===== src/design/hsai_pkg.sv =====
// Shared types, constants and helper functions for the hall sector angle interpolator.
// Used by hsai_div and hall_sector_angle_interpolator; depends on nothing.
`timescale 1ns / 1ps
`default_nettype none

package hsai_pkg;

  localparam int NUM_SECTORS = 6;
  localparam int SECTOR_W    = 3;

  localparam logic [SECTOR_W-1:0] NO_SECTOR  = 3'd6;
  localparam logic [SECTOR_W-1:0] HALL_BAD   = 3'd7;
  localparam logic [SECTOR_W-1:0] LAST_SECTOR = 3'd5;

  localparam logic [1:0] DIR_NONE = 2'b00;
  localparam logic [1:0] DIR_FWD  = 2'b01;
  localparam logic [1:0] DIR_REV  = 2'b11;

  localparam logic [15:0] SPAN        = 16'd10923;
  localparam logic [31:0] SPEED_NUM   = 32'd2796288;   // SPAN << 8
  localparam logic [15:0] TRAVEL_LIM  = 16'd10922;     // SPAN - 1
  localparam logic [15:0] STALL_RESET = 16'd2000;
  localparam logic [15:0] HALF_TURN   = 16'h8000;
  localparam logic [15:0] SAT16       = 16'hFFFF;

  // configuration register indexes
  localparam logic [2:0] REG_ANGLE_OFFSET = 3'd0;
  localparam logic [2:0] REG_STALL_LIMIT  = 3'd1;
  localparam logic [2:0] REG_TRIM0        = 3'd2;

  typedef enum logic [3:0] {
    ST_IDLE,
    ST_DECODE,
    ST_RD_ENTER,
    ST_RD_LEAVE,
    ST_MUL,
    ST_SCALE_GO,
    ST_SCALE_WAIT,
    ST_SPEED_GO,
    ST_SPEED_WAIT,
    ST_EXTRAP,
    ST_FINISH
  } state_t;

  typedef struct packed {
    logic        start;
    logic [31:0] dividend;
    logic [15:0] divisor;
  } div_req_t;

  typedef struct packed {
    logic        done;
    logic [31:0] quotient;
  } div_rsp_t;

  // hall A,B,C -> sector; 0 and 7 are not legal patterns
  function automatic logic [SECTOR_W-1:0] hall_to_sector(input logic [2:0] code);
    logic [SECTOR_W-1:0] s;
    unique case (code)
      3'd1:    s = 3'd3;
      3'd2:    s = 3'd1;
      3'd3:    s = 3'd2;
      3'd4:    s = 3'd5;
      3'd5:    s = 3'd4;
      3'd6:    s = 3'd0;
      default: s = HALL_BAD;
    endcase
    return s;
  endfunction

  function automatic logic [15:0] base_anchor(input logic [SECTOR_W-1:0] s);
    logic [15:0] a;
    unique case (s)
      3'd1:    a = 16'd10923;
      3'd2:    a = 16'd21845;
      3'd3:    a = 16'd32768;
      3'd4:    a = 16'd43691;
      3'd5:    a = 16'd54613;
      default: a = 16'd0;
    endcase
    return a;
  endfunction

  function automatic logic [SECTOR_W-1:0] next_sector(input logic [SECTOR_W-1:0] s);
    return (s == LAST_SECTOR) ? 3'd0 : s + 3'd1;
  endfunction

endpackage

`default_nettype wire


===== src/design/hsai_ram.sv =====
// Generic single-write, single-read RAM with registered read data.
// Depends on nothing.
`timescale 1ns / 1ps
`default_nettype none

module hsai_ram #(
  parameter int WIDTH = 16,
  parameter int DEPTH = 6
) (
  input  wire logic                     clk,
  input  wire logic                     we,
  input  wire logic [$clog2(DEPTH)-1:0] waddr,
  input  wire logic [WIDTH-1:0]         wdata,
  input  wire logic [$clog2(DEPTH)-1:0] raddr,
  output logic      [WIDTH-1:0]         rdata
);

  logic [WIDTH-1:0] mem [DEPTH];

  always_ff @(posedge clk) begin
    if (we) begin
      mem[waddr] <= wdata;
    end
    rdata <= mem[raddr];
  end

endmodule

`default_nettype wire


===== src/design/hsai_div.sv =====
// Restoring divider, 32-bit dividend by 16-bit divisor, one quotient bit per cycle.
// Depends on hsai_pkg (div_req_t, div_rsp_t).
`timescale 1ns / 1ps
`default_nettype none

module hsai_div (
  input  wire logic              clk,
  input  wire logic              rst,
  input  wire hsai_pkg::div_req_t req,
  output hsai_pkg::div_rsp_t     rsp
);

  localparam int QW = 32;

  logic [16:0]  rem;
  logic [QW-1:0] quo;
  logic [15:0]  dsr;
  logic [5:0]   cnt;
  logic         busy;
  logic         done;
  logic [16:0]  trial;
  logic         fits;

  assign trial = {rem[15:0], quo[QW-1]};
  assign fits  = trial >= {1'b0, dsr};

  always_ff @(posedge clk) begin
    if (rst) begin
      busy <= 1'b0;
      done <= 1'b0;
      cnt  <= '0;
    end else begin
      done <= 1'b0;
      if (req.start) begin
        busy <= 1'b1;
        cnt  <= 6'(QW);
        rem  <= '0;
        quo  <= req.dividend;
        dsr  <= req.divisor;
      end else if (busy) begin
        rem <= fits ? (trial - {1'b0, dsr}) : trial;
        quo <= {quo[QW-2:0], fits};
        cnt <= cnt - 6'd1;
        if (cnt == 6'd1) begin
          busy <= 1'b0;
          done <= 1'b1;
        end
      end
    end
  end

  assign rsp.done     = done;
  assign rsp.quotient = quo;

  // remainder stays below the divisor while iterating
  assert property (@(posedge clk) disable iff (rst) busy |-> rem < {1'b0, dsr})
    else $error("divider remainder out of range");

  assert property (@(posedge clk) disable iff (rst) done |-> !busy && $past(busy))
    else $error("divider done without a finished run");

  assert property (@(posedge clk) disable iff (rst) req.start |-> !busy)
    else $error("divider restarted while busy");

endmodule

`default_nettype wire


===== src/design/hall_sector_angle_interpolator.sv =====
// Top level of the hall sector angle interpolator: sequencer, state, shared multiplier.
// Depends on hsai_pkg, hsai_ram (per-sector tick memory) and hsai_div (shared divider).
`timescale 1ns / 1ps
`default_nettype none

// Channel   Dir  Handshake            Payload
// s_*       in   s_tvalid/s_tready    s_tdata[2:0]  hall_code
// m_*       out  m_tvalid/m_tready    m_tdata       result fields, see port comment
// cfg_*     in   cfg_we (no stall)    cfg_index, cfg_data
//
// One request in flight at a time; s_tready is high only while the sequencer idles.
// Paths per request: an invalid code, an untracked or stalled tick, or a first or skipped
// edge goes straight to FINISH; extrapolation passes through MUL and EXTRAP; an adjacent
// edge runs the 32-step divider once with no usable tick memory, twice with memory scaling.
// A finished result waits in the m_tdata register; the sequencer holds in its last
// state until that register is free. Reset (rst, synchronous) restores the tracked state.
module hall_sector_angle_interpolator (
  input  wire logic         clk,
  input  wire logic         rst,
  input  wire logic         s_tvalid,
  output logic              s_tready,
  input  wire logic [7:0]   s_tdata,    // [2:0] hall_code
  output logic              m_tvalid,
  input  wire logic         m_tready,
  // [15:0] angle, [38:16] speed, [39] angle_valid, [42:40] current_sector,
  // [44:43] direction, [60:45] edge_error, [76:61] bad_edge_count,
  // [92:77] edge_count, [108:93] sector_ticks
  output logic [111:0]      m_tdata,
  input  wire logic         cfg_we,
  input  wire logic [2:0]   cfg_index,
  input  wire logic [15:0]  cfg_data
);

  localparam int SW = hsai_pkg::SECTOR_W;
  localparam int NS = hsai_pkg::NUM_SECTORS;

  // configuration
  logic [15:0] angle_offset;
  logic [15:0] stall_limit;
  logic [15:0] trim [NS];

  // tracked state
  logic [15:0]        angle_reg;
  logic signed [22:0] speed_reg;
  logic [15:0]        tick_counter;
  logic [SW-1:0]      sector_reg;
  logic [1:0]         direction_reg;
  logic               valid_reg;
  logic [15:0]        edge_error_reg;
  logic [15:0]        skips_reg;
  logic [15:0]        edges_reg;
  logic [NS-1:0]      dur_valid;    // tick memory entries written since reset

  // per-request working registers
  hsai_pkg::state_t   state, state_next;
  logic [SW-1:0]      in_sector;
  logic               is_edge;
  logic [1:0]         pend_dir;
  logic [15:0]        pend_angle;
  logic [15:0]        dur_s;
  logic [15:0]        dur_p;
  logic [15:0]        pred;
  logic signed [40:0] prod;

  // shared units
  hsai_pkg::div_req_t div_req;
  hsai_pkg::div_rsp_t div_rsp;
  logic               ram_we;
  logic [SW-1:0]      ram_raddr;
  logic [15:0]        ram_rdata;

  // decode helpers
  logic          code_bad, is_change, first_seen, fwd, bwd, stalled;
  logic [15:0]   tick_inc;
  logic [SW-1:0] anc_idx, anc_sel;
  logic [15:0]   anchor;
  logic [15:0]   jump, jump_abs;
  logic [15:0]   dur_leave;
  logic [31:0]   scaled;
  logic [15:0]   scaled_sat;
  logic [22:0]   q23;
  logic signed [23:0] mul_a;
  logic signed [16:0] mul_b;
  logic signed [40:0] travel_full;
  logic [15:0]   travel;

  assign code_bad   = in_sector == hsai_pkg::HALL_BAD;
  assign is_change  = in_sector != sector_reg;
  assign first_seen = sector_reg == hsai_pkg::NO_SECTOR;
  assign fwd        = in_sector == hsai_pkg::next_sector(sector_reg);
  assign bwd        = sector_reg == hsai_pkg::next_sector(in_sector);
  assign tick_inc   = (tick_counter != hsai_pkg::SAT16) ? tick_counter + 16'd1 : tick_counter;
  assign stalled    = tick_inc > stall_limit;

  // anchor = base + trim + offset, mod one turn
  assign anc_sel = (anc_idx < SW'(NS)) ? anc_idx : '0;
  assign anchor  = hsai_pkg::base_anchor(anc_sel) + trim[anc_sel] + angle_offset;

  assign jump     = angle_reg - anchor;
  assign jump_abs = (jump > hsai_pkg::HALF_TURN) ? (16'd0 - jump) : jump;

  assign dur_leave = dur_valid[sector_reg] ? ram_rdata : 16'd0;

  assign scaled     = div_rsp.quotient;
  assign scaled_sat = (scaled == 32'd0) ? 16'd1 :
                      (scaled > {16'd0, hsai_pkg::SAT16}) ? hsai_pkg::SAT16 : scaled[15:0];
  assign q23        = div_rsp.quotient[22:0];

  // one multiplier: tick memory times measurement, or speed times ticks
  assign mul_a = is_edge ? {8'd0, dur_s} : {speed_reg[22], speed_reg};
  assign mul_b = {1'b0, tick_counter};

  // floor(prod / 256), clamped short of the next anchor
  assign travel_full = prod >>> 8;
  always_comb begin
    if (travel_full > $signed({25'd0, hsai_pkg::TRAVEL_LIM})) begin
      travel = hsai_pkg::TRAVEL_LIM;
    end else if (travel_full < -$signed({25'd0, hsai_pkg::TRAVEL_LIM})) begin
      travel = 16'd0 - hsai_pkg::TRAVEL_LIM;
    end else begin
      travel = travel_full[15:0];
    end
  end

  hsai_ram #(
    .WIDTH(16),
    .DEPTH(NS)
  ) u_dur_ram (
    .clk  (clk),
    .we   (ram_we),
    .waddr(sector_reg),
    .wdata(tick_counter),
    .raddr(ram_raddr),
    .rdata(ram_rdata)
  );

  hsai_div u_div (
    .clk(clk),
    .rst(rst),
    .req(div_req),
    .rsp(div_rsp)
  );

  always_ff @(posedge clk) begin
    if (rst) begin
      state <= hsai_pkg::ST_IDLE;
    end else begin
      state <= state_next;
    end
  end

  always_comb begin
    state_next = state;
    s_tready   = 1'b0;
    div_req    = '0;
    ram_we     = 1'b0;
    ram_raddr  = in_sector;
    anc_idx    = in_sector;
    unique case (state)
      hsai_pkg::ST_IDLE: begin
        s_tready = 1'b1;
        if (s_tvalid) state_next = hsai_pkg::ST_DECODE;
      end
      hsai_pkg::ST_DECODE: begin
        if (!is_change || (!first_seen && bwd)) anc_idx = sector_reg;
        if (code_bad) begin
          state_next = hsai_pkg::ST_FINISH;
        end else if (is_change) begin
          state_next = (first_seen || !(fwd || bwd)) ? hsai_pkg::ST_FINISH
                                                     : hsai_pkg::ST_RD_ENTER;
        end else if (!stalled && valid_reg && direction_reg != hsai_pkg::DIR_NONE) begin
          state_next = hsai_pkg::ST_MUL;
        end else begin
          state_next = hsai_pkg::ST_FINISH;
        end
      end
      hsai_pkg::ST_RD_ENTER: begin
        ram_raddr  = sector_reg;
        state_next = hsai_pkg::ST_RD_LEAVE;
      end
      hsai_pkg::ST_RD_LEAVE: begin
        ram_we     = 1'b1;
        state_next = (dur_s != 16'd0 && dur_leave != 16'd0 && tick_counter != 16'd0)
                     ? hsai_pkg::ST_MUL : hsai_pkg::ST_SPEED_GO;
      end
      hsai_pkg::ST_MUL: begin
        state_next = is_edge ? hsai_pkg::ST_SCALE_GO : hsai_pkg::ST_EXTRAP;
      end
      hsai_pkg::ST_SCALE_GO: begin
        div_req.start    = 1'b1;
        div_req.dividend = prod[31:0];
        div_req.divisor  = dur_p;
        state_next       = hsai_pkg::ST_SCALE_WAIT;
      end
      hsai_pkg::ST_SCALE_WAIT: begin
        if (div_rsp.done) state_next = hsai_pkg::ST_SPEED_GO;
      end
      hsai_pkg::ST_SPEED_GO: begin
        div_req.start    = 1'b1;
        div_req.dividend = hsai_pkg::SPEED_NUM;
        div_req.divisor  = pred;
        state_next       = hsai_pkg::ST_SPEED_WAIT;
      end
      hsai_pkg::ST_SPEED_WAIT: begin
        if (div_rsp.done) state_next = hsai_pkg::ST_FINISH;
      end
      hsai_pkg::ST_EXTRAP: begin
        // backward travel is measured from the far boundary of the sector
        anc_idx    = (direction_reg == hsai_pkg::DIR_FWD) ? sector_reg
                                                          : hsai_pkg::next_sector(sector_reg);
        state_next = hsai_pkg::ST_FINISH;
      end
      hsai_pkg::ST_FINISH: begin
        if (!m_tvalid || m_tready) state_next = hsai_pkg::ST_IDLE;
      end
      default: state_next = hsai_pkg::ST_IDLE;
    endcase
  end

  always_ff @(posedge clk) begin
    if (rst) begin
      angle_offset   <= '0;
      stall_limit    <= hsai_pkg::STALL_RESET;
      for (int i = 0; i < NS; i++) trim[i] <= '0;
      angle_reg      <= '0;
      speed_reg      <= '0;
      tick_counter   <= '0;
      sector_reg     <= hsai_pkg::NO_SECTOR;
      direction_reg  <= hsai_pkg::DIR_NONE;
      valid_reg      <= 1'b0;
      edge_error_reg <= '0;
      skips_reg      <= '0;
      edges_reg      <= '0;
      dur_valid      <= '0;
      m_tvalid       <= 1'b0;
    end else begin
      if (cfg_we) begin
        case (cfg_index)
          hsai_pkg::REG_ANGLE_OFFSET: angle_offset <= cfg_data;
          hsai_pkg::REG_STALL_LIMIT:  stall_limit  <= cfg_data;
          default:                    trim[cfg_index - hsai_pkg::REG_TRIM0] <= cfg_data;
        endcase
      end

      // FINISH reloads the register itself when it is free
      if (m_tvalid && m_tready && state != hsai_pkg::ST_FINISH) m_tvalid <= 1'b0;

      unique case (state)
        hsai_pkg::ST_IDLE: begin
          if (s_tvalid) in_sector <= hsai_pkg::hall_to_sector(s_tdata[2:0]);
        end
        hsai_pkg::ST_DECODE: begin
          is_edge <= is_change;
          if (code_bad) begin
            valid_reg <= 1'b0;
          end else if (is_change) begin
            edges_reg <= edges_reg + 16'd1;
            if (first_seen || !(fwd || bwd)) begin
              // resync to the entered sector
              sector_reg   <= in_sector;
              angle_reg    <= anchor;
              tick_counter <= '0;
              speed_reg    <= '0;
              if (!first_seen) begin
                skips_reg     <= skips_reg + 16'd1;
                direction_reg <= hsai_pkg::DIR_NONE;
              end
            end else begin
              pend_dir       <= fwd ? hsai_pkg::DIR_FWD : hsai_pkg::DIR_REV;
              pend_angle     <= anchor;
              edge_error_reg <= jump_abs;
            end
          end else begin
            tick_counter <= tick_inc;
            if (stalled) begin
              valid_reg <= 1'b0;
              speed_reg <= '0;
            end else if (valid_reg && direction_reg == hsai_pkg::DIR_NONE) begin
              angle_reg <= anchor;
            end
          end
        end
        hsai_pkg::ST_RD_ENTER: begin
          dur_s <= dur_valid[in_sector] ? ram_rdata : 16'd0;
        end
        hsai_pkg::ST_RD_LEAVE: begin
          dur_p                 <= dur_leave;
          dur_valid[sector_reg] <= 1'b1;
          pred                  <= (tick_counter != 16'd0) ? tick_counter : 16'd1;
        end
        hsai_pkg::ST_MUL: begin
          prod <= mul_a * mul_b;
        end
        hsai_pkg::ST_SCALE_GO: begin
        end
        hsai_pkg::ST_SCALE_WAIT: begin
          if (div_rsp.done) pred <= scaled_sat;
        end
        hsai_pkg::ST_SPEED_GO: begin
        end
        hsai_pkg::ST_SPEED_WAIT: begin
          if (div_rsp.done) begin
            speed_reg     <= (pend_dir == hsai_pkg::DIR_REV) ? -$signed(q23) : $signed(q23);
            direction_reg <= pend_dir;
            sector_reg    <= in_sector;
            angle_reg     <= pend_angle;
            tick_counter  <= '0;
            valid_reg     <= 1'b1;
          end
        end
        hsai_pkg::ST_EXTRAP: begin
          angle_reg <= anchor + travel;
        end
        hsai_pkg::ST_FINISH: begin
          if (!m_tvalid || m_tready) begin
            m_tvalid <= 1'b1;
            m_tdata  <= {3'd0, tick_counter, edges_reg, skips_reg, edge_error_reg,
                         direction_reg, sector_reg, valid_reg, speed_reg, angle_reg};
          end
        end
        default: begin
        end
      endcase
    end
  end

  // a tracked angle always belongs to a real sector
  assert property (@(posedge clk) disable iff (rst) valid_reg |-> sector_reg < 3'(NS))
    else $error("angle valid without a sector");

  // tick memory is only written for the sector being left
  assert property (@(posedge clk) disable iff (rst) ram_we |-> sector_reg < 3'(NS))
    else $error("tick memory write with no sector");

  assert property (@(posedge clk) disable iff (rst)
      div_rsp.done |-> (state == hsai_pkg::ST_SCALE_WAIT || state == hsai_pkg::ST_SPEED_WAIT))
    else $error("divider finished outside a wait state");

  assert property (@(posedge clk) disable iff (rst)
      direction_reg == hsai_pkg::DIR_NONE && sector_reg != hsai_pkg::NO_SECTOR
      |-> speed_reg == 23'sd0)
    else $error("speed nonzero with unknown direction");

  assert property (@(posedge clk) disable iff (rst) s_tvalid && s_tready |=> !s_tready)
    else $error("second request taken while busy");

endmodule

`default_nettype wire

===== config.mk =====
export PLATFORM = sky130hd
export DESIGN_NAME = hall_sector_angle_interpolator
export DESIGN_NICKNAME = d
export VERILOG_FILES = /design/src/design/hsai_pkg.sv /design/src/design/hsai_ram.sv /design/src/design/hsai_div.sv /design/src/design/hall_sector_angle_interpolator.sv
export SDC_FILE = /design/constraint.sdc
export NUM_CORES = 2
export LEC_CHECK = 0
export BUFFER_PORTS_ARGS = -buffer_cell sky130_fd_sc_hd__buf_2
export CORE_ASPECT_RATIO = 1.4
export CORE_UTILIZATION = 50
export CTS_BUF_LIST = sky130_fd_sc_hd__clkbuf_4
export CTS_CLUSTER_DIAMETER = 50
export DETAILED_ROUTE_END_ITERATION = 7
export PLACE_DENSITY = 0.73
export SYNTH_ARGS = -nofsm -noshare
export SYNTH_HDL_FRONTEND = slang
export SYNTH_SLANG_ARGS = --single-unit

===== constraint.sdc =====
create_clock -name clk -period 16.38 [get_ports clk]
set_input_delay 0.819 -clock clk [delete_from_list [all_inputs] [get_ports clk]]
set_output_delay 0.819 -clock clk [all_outputs]
set_load 0.01 [all_outputs]

# == Word-level counts from Yosys, hierarchy flattened ==
# Memory sizes are Yosys's and may differ from the RTL's. A register that Yosys moved wholly into a read port is not among the register bits.
# Cells that the tools add are included.
# op_classes
add_sub_neg,14
mul,1
order_cmp,10
n_eq_ne,48
mux,100
bitwise,6
reduce_logical,56
# ops
operator,count
two-way mux 16 bit,22
two-way mux 23 bit,6
one-hot mux 49 bit (2 select lines),1
one-hot mux 16 bit (5 select lines),1
two-way mux 32 bit,2
one-hot mux 16 bit (2 select lines),2
"adder 16 x 1 -> 16 bit, second input constant",3
adder 16 bit,3
one-hot mux 16 bit (3 select lines),1
nonzero test 16 bit,3
one-hot mux 23 bit (2 select lines),1
one-hot mux 4 bit (11 select lines),1
multiplier 24 x 17 -> 41 bit,1
two-way mux 4 bit,9
"> comparator 33 x 15 -> 1 bit, second input constant",1
"< comparator 33 x 15 -> 1 bit, second input constant",1
two-way mux 3 bit,11
"> comparator 32 x 16 -> 1 bit, second input constant",1
logical NOT 32 bit,1
subtractor 16 bit,2
"== test 3 bit, second input constant",9
two-way mux 1 bit,25
two-way mux 24 bit,1
negator 23 bit,1
52 further kinds,126
# totals
ff_bits,444
ramBits,192
input_bits,32
output_inout_bits,114
wordCells,267
n_memories,2
# memory_table
name,depth,word_bits,read_ports,rd_clocked_by_memory_dff,wr,line,source
trim,6,16,1,0,6,hall_sector_angle_interpolator.sv:40,logic [15:0] trim [NS];
u_dur_ram.mem,6,16,1,1,1,hsai_ram.sv:18,logic [WIDTH-1:0] mem [DEPTH];

# == Depth between registers and ports, before layout ==
# logic_depth
depth_word,18
ltp_mapped,42
mapped_depth_nobuf,38

# == Hierarchy ==
# A second synthesis with hierarchy kept.
# hier_totals
hier_cells,4321
area_unflattened_um2,46006.6
# modules_own_cells
module,instances,cells_each,area_each_um2,seq_area_each_um2
hall_sector_angle_interpolator,1,3783,38057.8,13462.9
hsai_ram,1,215,4087.7,3203.1
hsai_div,1,323,3861.2,2082.0

# == Worst setup path after synthesis ==
# OpenSTA, ideal clock, no wires.
# synth_path
path_type,input port to flip-flop
from,in rst
to,"reg m_tdata[0], enable pin"
arrival_ns,11.570
required_ns,15.536
path_slack_ns,3.966
path_stages,3
n_path_buf,2
path_cell_list,clkbuf_1 clkbuf_1 nor4_1
# synth_via
elab_chain_cells,2
# synth_rtl
element,line,source
from (decl),hall_sector_angle_interpolator.sv:19,"input wire logic rst,"
NOT 1 bit (no line),n/a,
AND reduction 3 bit (no line),n/a,
to (signal assigned),hall_sector_angle_interpolator.sv:317,"m_tdata <= {3'd0, tick_counter, edges_reg, skips_reg, edge_error_reg,"
to (decl),hall_sector_angle_interpolator.sv:28,"output logic [111:0] m_tdata,"
# Every way passes these cells.
# A chain may end at the register's enable or synchronous reset.

# == Worst setup path in the final report ==
# layout_path
from,reg in_sector[0]
to,reg edge_error_reg[7]
# layout_via
elab_chain_cells,16
# layout_rtl
element,line,source
from (decl),hall_sector_angle_interpolator.sv:56,logic [SW-1:0] in_sector;
from (signal assigned),hall_sector_angle_interpolator.sv:250,if (s_tvalid) in_sector <= hsai_pkg::hall_to_sector(s_tdata[2:0]);
adder 3 x 1 -> 3 bit / == test 3 bit (equally long branches),hsai_pkg.sv:85,return (s == LAST_SECTOR) ? 3'd0 : s + 3'd1;
two-way mux 3 bit,hsai_pkg.sv:85,
== test 3 bit,hall_sector_angle_interpolator.sv:91,assign bwd = sector_reg == hsai_pkg::next_sector(in_sector);
logical AND 1 bit,hall_sector_angle_interpolator.sv:165,if (!is_change || (!first_seen && bwd)) anc_idx = sector_reg;
logical OR 1 bit,hall_sector_angle_interpolator.sv:165,
two-way mux 3 bit,hall_sector_angle_interpolator.sv:165,
one-hot mux 3 bit (2 select lines) *,hall_sector_angle_interpolator.sv:159,unique case (state)
< comparator 3 bit,hall_sector_angle_interpolator.sv:96,assign anc_sel = (anc_idx < SW'(NS)) ? anc_idx : '0;
two-way mux 3 bit *,hall_sector_angle_interpolator.sv:96,
== test 3 bit (tied with other cells),hsai_pkg.sv:73,unique case (s)
one-hot mux 16 bit (5 select lines),hsai_pkg.sv:73,
adder 16 bit * (2 in a row),hall_sector_angle_interpolator.sv:97,assign anchor = hsai_pkg::base_anchor(anc_sel) + trim[anc_sel] + angle_offset;
via anchor[3],hall_sector_angle_interpolator.sv:76,logic [15:0] anchor;
subtractor 16 bit *,hall_sector_angle_interpolator.sv:99,assign jump = angle_reg - anchor;
subtractor 1 x 16 -> 16 bit / > comparator 16 bit (equally long branches),hall_sector_angle_interpolator.sv:100,assign jump_abs = (jump > hsai_pkg::HALF_TURN) ? (16'd0 - jump) : jump;
two-way mux 16 bit *,hall_sector_angle_interpolator.sv:100,
to (signal assigned),hall_sector_angle_interpolator.sv:271,edge_error_reg <= jump_abs;
to (decl),hall_sector_angle_interpolator.sv:49,logic [15:0] edge_error_reg;
# The timed path passes the listed nets; every way through them passes the cells marked *.

==> out/metrics.csv <==
metric,value,unit
reg2reg start,in_sector[0]$_DFFE_PP_,
Worst Tran Pin Value,1.21,ns
Synth Cell Area,45300,µm²
Post-synth ARST share,0,
slowest CP cell,edfxtp_1,
I/O Buffers,137,
slew margin rel.,0.191,
Biggest register,trim,
Syn Inst Count,4259,
Pleak,19.9,nW
Cells after DPL,5447,
Die H,358,µm
drt initial violations,2369,
compound-gate portion of the synthesized area,0.0739,
DR WL/cell,20.1,µm
max reg flops,128,
post-synthesis sequential area ratio,0.414,
worst reg2reg setup slack,6.45,ns
"commonest non-fill, non-tap cell in the layout",inv_1,
HP Class,primary input to register,
Seq cells post-synth,683,
dpl hpwl,81500,µm
Layout Cells excl Fill,5754,
final setup vio count,0,
Starting Density,0.504,
reg2reg end,edge_error_reg[7]$_SDFFE_PP0P_,
Chip Width,256,µm
Placeable Area,89800,µm²
Final Max Tran Viols,0,
layout cells sized above 1,0.128,
worst skew pair latency,1.05,ns
WP data required,17.25,ns
# DRC,0,
Sinks on Clock Net,683,
Sw Share,0.441,
Worst EP arrival,10.80,ns
max cap viols,0,
RePlAce Congestion,0.906,
TritonRoute pass-1 iters,5,
"antenna viol nets, final",0,
Worst Skew,0.0764,ns
xor/xnor share of the synthesized area,0.0316,
peak supply drop,0.310,mV
unrepaired setup endpoints after global routing,false,
post-synthesis cell type count,96,
CTS Buf Count,158,
wire length of the first global-routing pass,182000,µm
crit-path max FO,35,
WS Path Type,register to register,
fmax,101,MHz
crit start category,register,
sequential share of power,0.251,
number of vias in the routed layout,32100,
most frequent cells in the layout,"549 x inv_1, 524 x nand2_1, 507 x edfxtp_1",
site row count,130,
Die ar.,91800,µm²
simple-gate area share of the yosys netlist,0.150,
fin crit share,0.606,
Min-Delay Path Depth,3,
Overall Power,8.46,mW
Top-Level Pins,146,
Internal,4.73,mW
initial antenna violation count,3,
post-layout min period,9.93,ns
CP peak stage delay,0.61,ns
vias in the first global route,33900,
Post-synth EDFFs,507,
post-synthesis mux area share,0.0435,
Mapped Avg Cell Area,10.6,µm²
Clk network pwr share,0.176,
Ys Warns,0,
power per standard cell area,171,nW/µm²
clock buffer depth,3,
CTS tree,yes,
top flop regs,"trim x128, m_tdata x109, u_dur_ram.mem x96",
TNS Setup,0,ns
min-delay src,cfg_data[13],
Area Overhead vs Synth,9.52,%
combinational family with the most area after synthesis,adder cells,
r2r worst-path depth,35,
drt via density,5.59,
Congestion Overflow GR,0,
adder-cell share of the synthesized area,0.223,
main flop type after synthesis,edfxtp_1,
Layout Nets,5032,
count of final hold-check violations,0,
Clock Root Buffer,clkbuf_4,
WL final,116000,µm
status,"finished, final reports clean",
Logic pwr share,0.573,
clk slew on worst S/H paths,0.08,ns
Min Hold Slack,0.119,ns
gr usage total,0.259,
largest net degree at the start of global routing,69,
Worst setup EP type,register,
number of gates resized after cts,0,
Hold Path End,angle_offset[13]$_SDFFE_PP0P_,
net switching component of the power,3.73,mW
Max H-tree Level,4,
==> cells by family (layout without fill, tap and decap cells) <==
| family | after synthesis | after routing |
|---|---|---|
| fa+ha+maj | 576 | 576 |
| compound gates | 531 | 531 |
| simple gates | 1425 | 1425 |
| flops | 683 | 683 |
| xor+xnor | 155 | 155 |
| buf+inv | 755 | 1054 |
| other cells | 1 | 9 |
| mux | 133 | 133 |
==> cell usage after synthesis, drive strengths merged (10+ instances only) <==
master,instances,area share
inv,551,0.046
nand2,524,0.043
edfxtp,507,0.34
fa,386,0.17
nor2,326,0.027
ha,185,0.051
and2,182,0.025
dfxtp,176,0.078
clkbuf,174,0.014
a21oi,161,0.018
o21ai,135,0.015
xnor2,108,0.022
nand3,80,0.0088
mux2i,65,0.014
nor2b,56,0.0077
mux4,49,0.024
xor2,45,0.0087
a21o,37,0.0062
nor3,36,0.0040
nand3b,32,0.0053
nand4,31,0.0043
buf,30,0.0034
and3,27,0.0037
nand2b,26,0.0036
a211oi,24,0.0041
or3,24,0.0035
nor4,23,0.0032
o21a,22,0.0037
nor3b,21,0.0035
mux2,19,0.0047
o211ai,16,0.0028
a31oi,15,0.0021
o21bai,15,0.0025
a22oi,13,0.0022
or4,13,0.0022
o41ai,12,0.0023
a21boi,10,0.0017
or2,10,0.0014
==> per-stage QoR <==
stage | instance area, µm² | utilization | setup WS (ns)
2_1_floorplan | 45300 | - | 3.97
3_3_place_gp | 47200 | 0.526 | 6.60
3_5_place_dp | 47200 | 0.526 | 6.54
4_1_cts | 49600 | 0.552 | 6.45
5_1_grt | 49600 | 0.552 | 5.84
6_report | 49600 | 0.552 | 6.45
==> per-layer routing <==
metal,track usage,wire [µm]
met4,0.164,7310
met1,0.281,41600
met3,0.0505,7140
met5,0,0
met2,0.463,59500
==> how the worst max path moves through the flow <==
stage / startpoint / end / slack [ns] / cells past startpoint
2_1_floorplan: rst / m_tdata[0]$_DFFE_PP_ / 3.97 / 3
3_3_place_gp: in_sector[0]$_DFFE_PP_ / edge_error_reg[3]$_SDFFE_PP0P_ / 6.60 / 35
3_5_place_dp: in_sector[0]$_DFFE_PP_ / edge_error_reg[3]$_SDFFE_PP0P_ / 6.54 / 35
4_1_cts: in_sector[0]$_DFFE_PP_ / edge_error_reg[7]$_SDFFE_PP0P_ / 6.45 / 35
5_1_grt: in_sector[0]$_DFFE_PP_ / edge_error_reg[7]$_SDFFE_PP0P_ / 5.84 / 36
6_report: in_sector[0]$_DFFE_PP_ / edge_error_reg[7]$_SDFFE_PP0P_ / 6.45 / 35
==> layout make-up <==
cell class / count / area, µm²
diodes: 6 / 15.0
clock buffers: 239 / 1790
clock inverters: 52 / 440
fillers: 7684 / 40200
inverters: 551 / 2070
multi-input cells: 2823 / 23700
flip-flops and latches: 683 / 18700
well taps: 1188 / 1490
repair buffers: 212 / 1280
==> what timing repair did <==
item / in CTS / in global routing
hold buffers: 10 / 0
setup buffers: 0 / 0
endpoints found under the hold margin: 13 / 0
==> worst max-delay path, delay by kind of cell, from the launching register on <==
kind / cells / cell delay [ns]
flip-flops: 1 / 0.61
AND/OR/NAND/NOR: 13 / 2.78
XOR/XNOR: 3 / 0.92
adder cells (fa/ha/maj): 6 / 2.02
AO/OA/AOI/OAI: 9 / 2.10
multiplexers: 1 / 0.58
buffers and inverters: 3 / 0.75
==> power by group through the flow <==
stage	Clock (mW)	Sequential (mW)	Combinational, mW
floorplan	0	2.10	3.81
global placement	0	2.15	4.70
detailed placement	0	2.16	4.78
CTS	1.53	2.12	4.81
global route	1.60	2.13	5.34
finish	1.49	2.12	4.85
Power figures use the tool's default switching activity.
